[src/rtl/apblend_pkg.sv]
package apblend_pkg;

	typedef logic [7:0]  lane_t;
	typedef logic [15:0] wide_t;
	typedef logic [31:0] pixel_t;
	typedef logic [1:0]  mode_t;

	localparam int unsigned LANES = 4;
	localparam int unsigned LANE_W = 8;

	localparam mode_t MODE_SRC_ALPHA = 2'd0;
	localparam mode_t MODE_SCALED    = 2'd1;
	localparam mode_t MODE_KEEP_BASE = 2'd2;
	localparam mode_t MODE_CONSTANT  = 2'd3;

	localparam lane_t  OPACITY_RESET = 8'hFF;
	localparam pixel_t OPAQUE_MIN    = 32'hFF00_0000;

endpackage

[src/rtl/apblend_if.sv]
interface apblend_px_if;
	logic                 valid;
	logic                 ready;
	apblend_pkg::mode_t   mode;
	apblend_pkg::pixel_t  base_pixel;
	apblend_pkg::pixel_t  over_pixel;
	logic                 last_in;

	modport source (output valid, mode, base_pixel, over_pixel, last_in, input ready);
	modport sink (input valid, mode, base_pixel, over_pixel, last_in, output ready);
endinterface

interface apblend_res_if;
	logic                 valid;
	logic                 ready;
	apblend_pkg::pixel_t  blended_pixel;
	logic                 last_out;

	modport source (output valid, blended_pixel, last_out, input ready);
	modport sink (input valid, blended_pixel, last_out, output ready);
endinterface

interface apblend_cfg_if;
	logic                 valid;
	logic                 ready;
	apblend_pkg::lane_t   opacity;

	modport source (output valid, opacity, input ready);
	modport sink (input valid, opacity, output ready);
endinterface

[src/rtl/argb_pixel_alpha_blend.sv]
// Channel  Dir  Payload                                     Transfer
// pix      in   mode, base_pixel, over_pixel, last_in       valid && ready
// res      out  blended_pixel, last_out                     valid && ready
// cfg      in   opacity                                     valid && ready (always ready)
//
// One pixel per cycle while res is ready; a pixel taken on pix passes the stage 1, 2 and 3 registers before res.
// Stage 1 forms opacity times the over pixel, stage 2 the lane differences
// and lane products, stage 3 the lane sums and the output register.
// Reset empties the pipeline and sets opacity to 255.
// A stage advances when the stage after it is empty or advancing, so a stall
// on res holds every pixel in place while bubbles ahead of it are filled.
module argb_pixel_alpha_blend (
	input  logic               clk,
	input  logic               arst_n,
	apblend_px_if.sink         pix,
	apblend_res_if.source      res,
	apblend_cfg_if.sink        cfg
);
	import apblend_pkg::*;

	lane_t  opacity_q;

	logic   v_s1, v_s2, v_s3;
	logic   en1, en2, en3;

	mode_t  mode_s1;
	pixel_t base_s1;
	pixel_t over_s1;
	lane_t  alpha_sc_s1;
	logic   last_s1;

	mode_t  mode_s2;
	pixel_t over_s2;
	lane_t  base_a_s2;
	logic   last_s2;

	pixel_t blended_s3;
	logic   last_s3;

	logic [39:0] scale_prod;
	lane_t  a_sel;
	pixel_t mix;

	assign en3 = !v_s3 || res.ready;
	assign en2 = !v_s2 || en3;
	assign en1 = !v_s1 || en2;
	assign pix.ready = en1;
	assign cfg.ready = 1'b1;

	always_ff @(posedge clk or negedge arst_n) begin
		if (!arst_n) begin
			opacity_q <= OPACITY_RESET;
		end else if (cfg.valid) begin
			opacity_q <= cfg.opacity;
		end
	end

	always_ff @(posedge clk or negedge arst_n) begin
		if (!arst_n) begin
			v_s1 <= 1'b0;
			v_s2 <= 1'b0;
			v_s3 <= 1'b0;
		end else begin
			if (en1) v_s1 <= pix.valid;
			if (en2) v_s2 <= v_s1;
			if (en3) v_s3 <= v_s2;
		end
	end

	assign scale_prod = {32'd0, opacity_q} * {8'd0, pix.over_pixel};

	always_ff @(posedge clk) begin
		if (en1) begin
			mode_s1     <= pix.mode;
			base_s1     <= pix.base_pixel;
			over_s1     <= pix.over_pixel;
			alpha_sc_s1 <= scale_prod[39:32];
			last_s1     <= pix.last_in;
		end
	end

	always_comb begin
		case (mode_s1)
			MODE_SCALED:   a_sel = alpha_sc_s1;
			MODE_CONSTANT: a_sel = opacity_q;
			default:       a_sel = over_s1[31:24];
		endcase
	end

	for (genvar k = 0; k < LANES; k++) begin : g_lane
		apblend_lane u_lane (
			.clk (clk),
			.en  (en2),
			.b   (base_s1[k*LANE_W +: LANE_W]),
			.o   (over_s1[k*LANE_W +: LANE_W]),
			.a   (a_sel),
			.mix (mix[k*LANE_W +: LANE_W])
		);
	end

	always_ff @(posedge clk) begin
		if (en2) begin
			mode_s2   <= mode_s1;
			over_s2   <= over_s1;
			base_a_s2 <= base_s1[31:24];
			last_s2   <= last_s1;
		end
	end

	always_ff @(posedge clk) begin
		if (en3) begin
			last_s3 <= last_s2;
			if (mode_s2 == MODE_SRC_ALPHA && over_s2 >= OPAQUE_MIN) begin
				blended_s3 <= over_s2;
			end else if (mode_s2 == MODE_KEEP_BASE) begin
				blended_s3 <= {base_a_s2, mix[23:0]};
			end else begin
				blended_s3 <= mix;
			end
		end
	end

	assign res.valid         = v_s3;
	assign res.blended_pixel = blended_s3;
	assign res.last_out      = last_s3;

	a_opaque_pass: assert property (@(posedge clk) disable iff (!arst_n)
		(en3 && v_s2 && mode_s2 == MODE_SRC_ALPHA && over_s2 >= OPAQUE_MIN)
		|=> (res.blended_pixel == $past(over_s2)))
		else $error("opaque over pixel not passed through");

	a_keep_alpha: assert property (@(posedge clk) disable iff (!arst_n)
		(en3 && v_s2 && mode_s2 == MODE_KEEP_BASE)
		|=> (res.blended_pixel[31:24] == $past(base_a_s2)))
		else $error("base alpha not kept");

	a_s1_hold: assert property (@(posedge clk) disable iff (!arst_n)
		(v_s1 && !en2) |=> (v_s1 && $stable(over_s1) && $stable(base_s1)))
		else $error("stage 1 changed while stalled");

	a_bubble_ready: assert property (@(posedge clk) disable iff (!arst_n)
		!v_s3 |-> pix.ready)
		else $error("input not ready with an empty output stage");

endmodule

[src/rtl/apblend_lane.sv]
module apblend_lane (
	input  logic                clk,
	input  logic                en,
	input  apblend_pkg::lane_t  b,
	input  apblend_pkg::lane_t  o,
	input  apblend_pkg::lane_t  a,
	output apblend_pkg::lane_t  mix
);
	import apblend_pkg::*;

	wide_t d;
	wide_t p;
	lane_t b_s2;
	wide_t p_s2;

	// The difference wraps at 16 bits, so a base above the over value
	// gives a large positive word rather than a negative one.
	assign d = {8'd0, o} - {8'd0, b};
	assign p = wide_t'(d * {8'd0, a});

	always_ff @(posedge clk) begin
		if (en) begin
			b_s2 <= b;
			p_s2 <= p;
		end
	end

	// Both lane formulas reduce to the base plus the top byte of the
	// product, since the shifted base has nothing in its low byte.
	assign mix = b_s2 + p_s2[15:8];

endmodule

[src/flat_wrapper.sv]
// flat-port wrapper written by rule: the top's interface ports become plain ports
module argb_pixel_alpha_blend_flat import apblend_pkg::*;
  (clk, arst_n, pix_valid, pix_mode, pix_base_pixel, pix_over_pixel, pix_last_in, pix_ready, res_valid, res_blended_pixel, res_last_out, res_ready, cfg_valid, cfg_opacity, cfg_ready);
  apblend_px_if pix_i ();
  apblend_res_if res_i ();
  apblend_cfg_if cfg_i ();
  input  logic clk;
  input  logic arst_n;
  input wire logic [$bits(pix_i.valid)-1:0] pix_valid;
  input wire logic [$bits(pix_i.mode)-1:0] pix_mode;
  input wire logic [$bits(pix_i.base_pixel)-1:0] pix_base_pixel;
  input wire logic [$bits(pix_i.over_pixel)-1:0] pix_over_pixel;
  input wire logic [$bits(pix_i.last_in)-1:0] pix_last_in;
  output wire logic [$bits(pix_i.ready)-1:0] pix_ready;
  output wire logic [$bits(res_i.valid)-1:0] res_valid;
  output wire logic [$bits(res_i.blended_pixel)-1:0] res_blended_pixel;
  output wire logic [$bits(res_i.last_out)-1:0] res_last_out;
  input wire logic [$bits(res_i.ready)-1:0] res_ready;
  input wire logic [$bits(cfg_i.valid)-1:0] cfg_valid;
  input wire logic [$bits(cfg_i.opacity)-1:0] cfg_opacity;
  output wire logic [$bits(cfg_i.ready)-1:0] cfg_ready;
  assign pix_i.valid = pix_valid;
  assign pix_i.mode = pix_mode;
  assign pix_i.base_pixel = pix_base_pixel;
  assign pix_i.over_pixel = pix_over_pixel;
  assign pix_i.last_in = pix_last_in;
  assign pix_ready = pix_i.ready;
  assign res_valid = res_i.valid;
  assign res_blended_pixel = res_i.blended_pixel;
  assign res_last_out = res_i.last_out;
  assign res_i.ready = res_ready;
  assign cfg_i.valid = cfg_valid;
  assign cfg_i.opacity = cfg_opacity;
  assign cfg_ready = cfg_i.ready;
  argb_pixel_alpha_blend u_core (.clk(clk), .arst_n(arst_n), .pix(pix_i), .res(res_i), .cfg(cfg_i));
endmodule
[config.mk]
export PLATFORM = sky130hd
export DESIGN_NAME = argb_pixel_alpha_blend_flat
export DESIGN_NICKNAME = d
export VERILOG_FILES = /design/src/rtl/apblend_pkg.sv /design/src/rtl/apblend_if.sv /design/src/rtl/argb_pixel_alpha_blend.sv /design/src/rtl/apblend_lane.sv /design/src/flat_wrapper.sv
export SDC_FILE = /design/constraint.sdc
export NUM_CORES = 1
export LEC_CHECK = 0
export ABC_AREA = 1
export BUFFER_PORTS_ARGS = -buffer_cell sky130_fd_sc_hd__buf_2
export CAP_MARGIN = 40
export CORE_AREA = 2 2 213 215
export DETAILED_ROUTE_END_ITERATION = 10
export DIE_AREA = 0 0 215 217
export GPL_ROUTABILITY_DRIVEN = 0
export PLACE_DENSITY = 0.82
export SLEW_MARGIN = 20
export SYNTH_ARGS = -nofsm -noshare
export SYNTH_HDL_FRONTEND = slang
export SYNTH_SLANG_ARGS = --single-unit
[constraint.sdc]
create_clock -name clk -period 7.8 [get_ports clk]
set_clock_uncertainty 0.1 [all_clocks]
set_input_delay 0 -clock clk [delete_from_list [all_inputs] [get_ports clk]]
set_output_delay 0 -clock clk [all_outputs]
set_load 0.005 [all_outputs]
Yosys cells after proc, flatten, opt, wreduce, memory -nomap -nowiden
Cells that the tools add are included.
{ "classes": {"n_addsub": 8, "n_mul": 5, "order_cmp": 1, "n_eq_ne": 3, "n_mux": 3, "n_reduce_logical": 8} }
{ "ops": {"columns": ["operator", "count"], "rows": [
  ["$mul 16x8->16", 4],
  ["$mux 32", 2],
  ["$mul 8x32->40", 1],
  ["$sub 8x8->9", 4],
  ["$add 8x8->8", 4],
  ["$ge 32x32->1 const B", 1],
  ["$pmux 8 s2", 1],
  ["$eq 2x2->1 const B", 2],
  ["$logic_not 1->1", 3],
  ["$logic_or 1x1->1", 3],
  ["$eq 2x1->1 const B", 1],
  ["$logic_not 2->1", 1],
  ["$logic_and 1x1->1", 1]
]} }
{ "word_totals": {"register_bits": 250, "input_bits": 80, "out_inout_bits": 36, "wordCells": 50} }

Logic depth before layout (Yosys ltp)
{ "logic_depth": {"ltp_word": 4, "mapped_depth": 27, "mapped_depth_nobuf": 27} }

Hierarchy
A second synthesis with hierarchy kept.
{ "hier_totals": {"cells_unflattened": 3591, "hier_area_um2": 29180.5} }
{ "by_module_without_submodules": {"columns": ["mod", "instances", "cells_each", "area_per_inst_um2", "seq_area_each_um2"], "rows": [
  ["argb_pixel_alpha_blend", 1, 1618, 14126.0, 4819.6],
  ["apblend_lane at u_core.g_lane[0].u_lane ...", 3, 494, 3763.6, 480.5],
  ["apblend_lane at u_core.g_lane[3].u_lane", 1, 491, 3763.6, 480.5]
]} }

Worst setup path before layout
No wires, ideal clock.
{ "synth_timing": {"path_kind": "register to register", "start": "register u_core.base_s1[0]", "end": "register u_core.g_lane[0].u_lane.p_s2[15] (data pin)", "setup_ps": 253, "t_arrival_ps": 5033, "required_time_ps": 7447, "setup_slack_ps": 2414, "stages_incl_launch_ff": 26, "n_path_buf": 0, "period_less_slack_ps": 5386, "path_cell_list": "edfxtp_1 > ha_1 > fa_1 > inv_1 > a21oi_1 > o21ai_0 > a21oi_1 > inv_1 > nor2_1 > fa_1 > inv_1 > fa_1 > inv_1 > fa_1 > inv_1 > fa_1 > inv_1 > ha_1 > inv_1 > o21bai_1 > a21oi_1 > nor2_1 > a211oi_1 > nand2_1 > nand2_1 > nand2_1"} }
{ "synth_via": {"elab_chain_len": 2} }
{ "synth_lines": {"columns": ["item", "line", "rtl"], "rows": [
  ["from (decl)", "argb_pixel_alpha_blend.sv:27", "pixel_t base_s1;"],
  ["from (signal assigned)", "argb_pixel_alpha_blend.sv:75", "base_s1 <= pix.base_pixel;"],
  ["$sub 8x8->9", "apblend_lane.sv:18", "assign d = {8'd0, o} - {8'd0, b};"],
  ["$mul 16x8->16", "apblend_lane.sv:19", "assign p = wide_t'(d * {8'd0, a});"],
  ["via u_core.g_lane[0].u_lane.p[15]", "apblend_lane.sv:12", "wide_t p;"],
  ["to (signal assigned)", "apblend_lane.sv:24", "p_s2 <= p;"],
  ["to (decl)", "apblend_lane.sv:14", "wide_t p_s2;"]
]} }
The timed path passes the listed nets, and every way through them passes these cells.
A chain may end at the register's enable or synchronous reset.

Final worst setup path
{ "layout_timing": {"start": "register u_core.opacity_q[4]", "end": "register u_core.g_lane[3].u_lane.p_s2[15] (data pin)"} }
{ "layout_via": {"elab_chain_len": 2} }
{ "layout_lines": {"columns": ["item", "line", "rtl"], "rows": [
  ["from (decl)", "argb_pixel_alpha_blend.sv:21", "lane_t opacity_q;"],
  ["from (signal assigned)", "argb_pixel_alpha_blend.sv:54", "opacity_q <= cfg.opacity;"],
  ["$pmux 8 s2", "argb_pixel_alpha_blend.sv:83", "case (mode_s1)"],
  ["$mul 16x8->16", "apblend_lane.sv:19", null],
  ["via u_core.g_lane[3].u_lane.p[15]", "apblend_lane.sv:12", null],
  ["to (signal assigned)", "apblend_lane.sv:24", null],
  ["to (decl)", "apblend_lane.sv:14", null]
]} }
The timed path passes the listed nets, and every way through them passes these cells.

==> out/metrics.yaml <==
ys_warn_count: 0
post-route-period-util_pct: 84.37
cp.arrival_ns: 6.80
path_clk_slew_ns: 0.06
clock_sinks: 218
path_max_fanout: 33
maxCapViolations: 0
syn_inst: 3429
dieArea_sq_mm: 0.04666
syn2layout_area_growth_pct: 10.18
antenna_left: 0
die_x_um: 215
synth_flop_cell: "edfxtp_1"
clock-root-buffer: "clkbuf_16"
cts_made_buffers: 26
portBuffers: 114
num_vias: 22860
setup_viol: 0
drcViolationCount: 0
antenna_found_initial: 0
synth_edf_count: 207
cp.required_ns: 8.02
row_count: 78
ctsHtreeMaxLevel: 1
hold_violations: 0
vias_per_cell: 5.439
grt_max_degree: 60
clock_latency_ns: 0.56
drtIter0Drc: 1676
drtPass1Iterations: 5
async_reset_ff_share_pct: 5.046
syn_area_per_cell_sq_um: 8.290
yosysUniqueCellTypes: 53
syn-num-nets: 4121
finalNetCount: 4275
cts_buffer_depth: 3
path_class: "reg -> reg"
cts_setup_buffers: 0
start_util_pct: 63.60
grt_pass1_vias: 23820
post-route-min-period_ns: 6.581
yosys_register_bits: 218
syn_area_sq_mm: 0.02843
n_antenna_cell: 0
tightest_slew_ns: 0.8905
relSlewSlack_pct: 40.21
track_usage_pct: 31.10
die_h_um: 217
outcome: "completed"
drt-wirelength-per-cell_um: 16.62
grt_first_pass_wirelength_mm: 116.2
fmax_mhz: 152.0
ys_seq_area_share_pct: 22.87
gr-total-overflow: 0
drv_slew: 0
worst_setup_path_end_kind: "flip-flop"
cts_tree: "yes"
drive_gt1_share_pct: 7.050
hpwl_mm: 51.85
setup_tns_ns: 0
core_area_sq_mm: 0.04470
num_io_pins: 116
rsz0062_at_grt: "false"
wl_mm: 69.84
fillCellCount: 3421
cp-start-kind: "flip-flop"
hp-class: "in -> reg"
-- cell usage in the layout (no fill, tap or decap), types with 4 or more instances in the layout --
| cell | instances |
|---|---|
| nand3b_1 | 10 |
| o21ai_2 | 5 |
| nor2_1 | 317 |
| o21bai_1 | 8 |
| dlygate4sd3_1 | 94 |
| inv_1 | 869 |
| a21oi_1 | 126 |
| clkbuf_1 | 6 |
| nand4_1 | 22 |
| a31oi_1 | 6 |
| buf_2 | 114 |
| xor2_1 | 41 |
| nor4_1 | 11 |
| fa_1 | 411 |
| o211ai_1 | 13 |
| dfstp_2 | 8 |
| a211oi_1 | 9 |
| xnor2_1 | 20 |
| clkbuf_16 | 27 |
| nand3_1 | 96 |
| a21boi_0 | 4 |
| nand3_2 | 9 |
| buf_4 | 8 |
| clkinv_2 | 4 |
| o21ai_0 | 60 |
| nor3_1 | 32 |
| nand2_1 | 758 |
| o21a_1 | 5 |
| or2_2 | 19 |
| nand2_2 | 17 |
| edfxtp_1 | 207 |
| inv_2 | 9 |
| nand2_4 | 5 |
| ha_1 | 201 |
| a21o_1 | 9 |
| bufinv_16 | 4 |
-- timing repair --
action / CTS / global route
hold buffers: 94 / 0
endpoints found under the hold margin: 87 / 0
resized for setup: 0 / 0
-- routing by layer --
layer	track usage, %	wire length [um]	vias up
li1	-	-	10610
met1	39.53	27510	11020
met2	52.70	33220	1001
met3	5.814	5946	232
met4	13.08	3169	0
met5	0	0	-
-- path summary, 6_finish.rpt --
path	slack, ns	depth (start not counted)	endpoint	startpoint
worst max register to register	1.22	19	u_core.g_lane[3].u_lane.p_s2[15]	u_core.opacity_q[4]
worst min-delay path	0.03	5	u_core.res.valid	res_ready
min in group asynchronous	0.55	3	u_core.opacity_q[5]	arst_n
worst min register to register	0.32	0	u_core.last_s2	u_core.last_s1
worst max-delay path	1.22	19	u_core.g_lane[3].u_lane.p_s2[15]	u_core.opacity_q[4]
max in group asynchronous	6.39	4	u_core.v_s1	arst_n
-- area by class of cell --
class	count	area [sq um]	area share [%]
sequential	218	6501	20.76
clock buffer	35	725.7	2.317
multi-input combinational	2236	18210	58.15
timing repair buffer	219	1627	5.193
tap	600	750.7	2.397
clock inverter	13	187.7	0.5992
inverter	882	3317	10.59
-- synth_stat cells, types with 26 or more instances --
| cell | instances | area share [%] |
|---|---|---|
| nor2_1 | 317 | 4.2 |
| nor3_1 | 32 | 0.56 |
| ha_1 | 201 | 8.8 |
| clkbuf_2 | 26 | 0.46 |
| fa_1 | 411 | 29 |
| a21oi_1 | 126 | 2.2 |
| o21ai_0 | 60 | 1.1 |
| edfxtp_1 | 207 | 22 |
| xor2_1 | 41 | 1.3 |
| clkbuf_1 | 52 | 0.69 |
| inv_1 | 870 | 11 |
| nand3_1 | 96 | 1.7 |
| nand2_1 | 760 | 10 |
-- cell families after synthesis --
group,Yosys count,share of synthesized area [%]
XOR/XNOR,62,1.937
flip-flops,218,22.87
buffers and inverters,975,13.10
other,1,0.01319
AND/OR/NAND/NOR,1306,19.16
multiplexers,1,0.03961
AO/OA/AOI/OAI,254,5.088
adder cells (fa/ha/maj),612,37.79
-- flip-flops by register name, summed over array words and instances (netlist names), 2 cells and up --
| register | cells |
|---|---|
| u_core.over_s2 | 32 |
| u_core.opacity_q | 8 |
| u_core.mode_s2 | 2 |
| u_core.res.blended_pixel | 32 |
| u_core.g_lane.u_lane.b_s2 | 24 |
| u_core.g_lane.u_lane.p_s2 | 32 |
| u_core.base_a_s2 | 8 |
| u_core.base_s1 | 32 |
| u_core.mode_s1 | 2 |
| u_core.over_s1 | 32 |
| u_core.alpha_sc_s1 | 8 |
-- critical path, stage by stage, from the launching register on --
cell	delay, ns
dfstp_2	1.04
inv_1	0.12
a21oi_1	0.28
o21a_1	0.62
inv_2	0.48
nor2_1	0.26
fa_1	0.49
inv_1	0.20
fa_1	0.48
fa_1	0.50
fa_1	0.49
inv_1	0.04
ha_1	0.36
inv_1	0.11
nor3_1	0.19
inv_1	0.09
nor3_1	0.25
a21oi_1	0.12
nand2_1	0.07
nand2_1	0.05
-- through the flow --
step | hold slack, ns | worst slack (ns) | util, % | std cells | area [sq um]
3_5_place_dp | -0.2188 | 1.543 | 65.86 | 4059 | 29440
6_report | 0.03397 | 1.219 | 70.07 | 4203 | 31320
2_1_floorplan | -0.3956 | 2.414 | - | 3429 | 28430
5_1_grt | 0.03646 | 0.9978 | 70.07 | 4203 | 31320
4_1_cts | 0.03173 | 1.532 | 70.01 | 4201 | 31290
3_3_place_gp | -0.2214 | 1.588 | 65.80 | 4058 | 29410
Power is not shown: default switching activity piles up to over one toggle a cycle in this logic, so the estimate is an artifact.
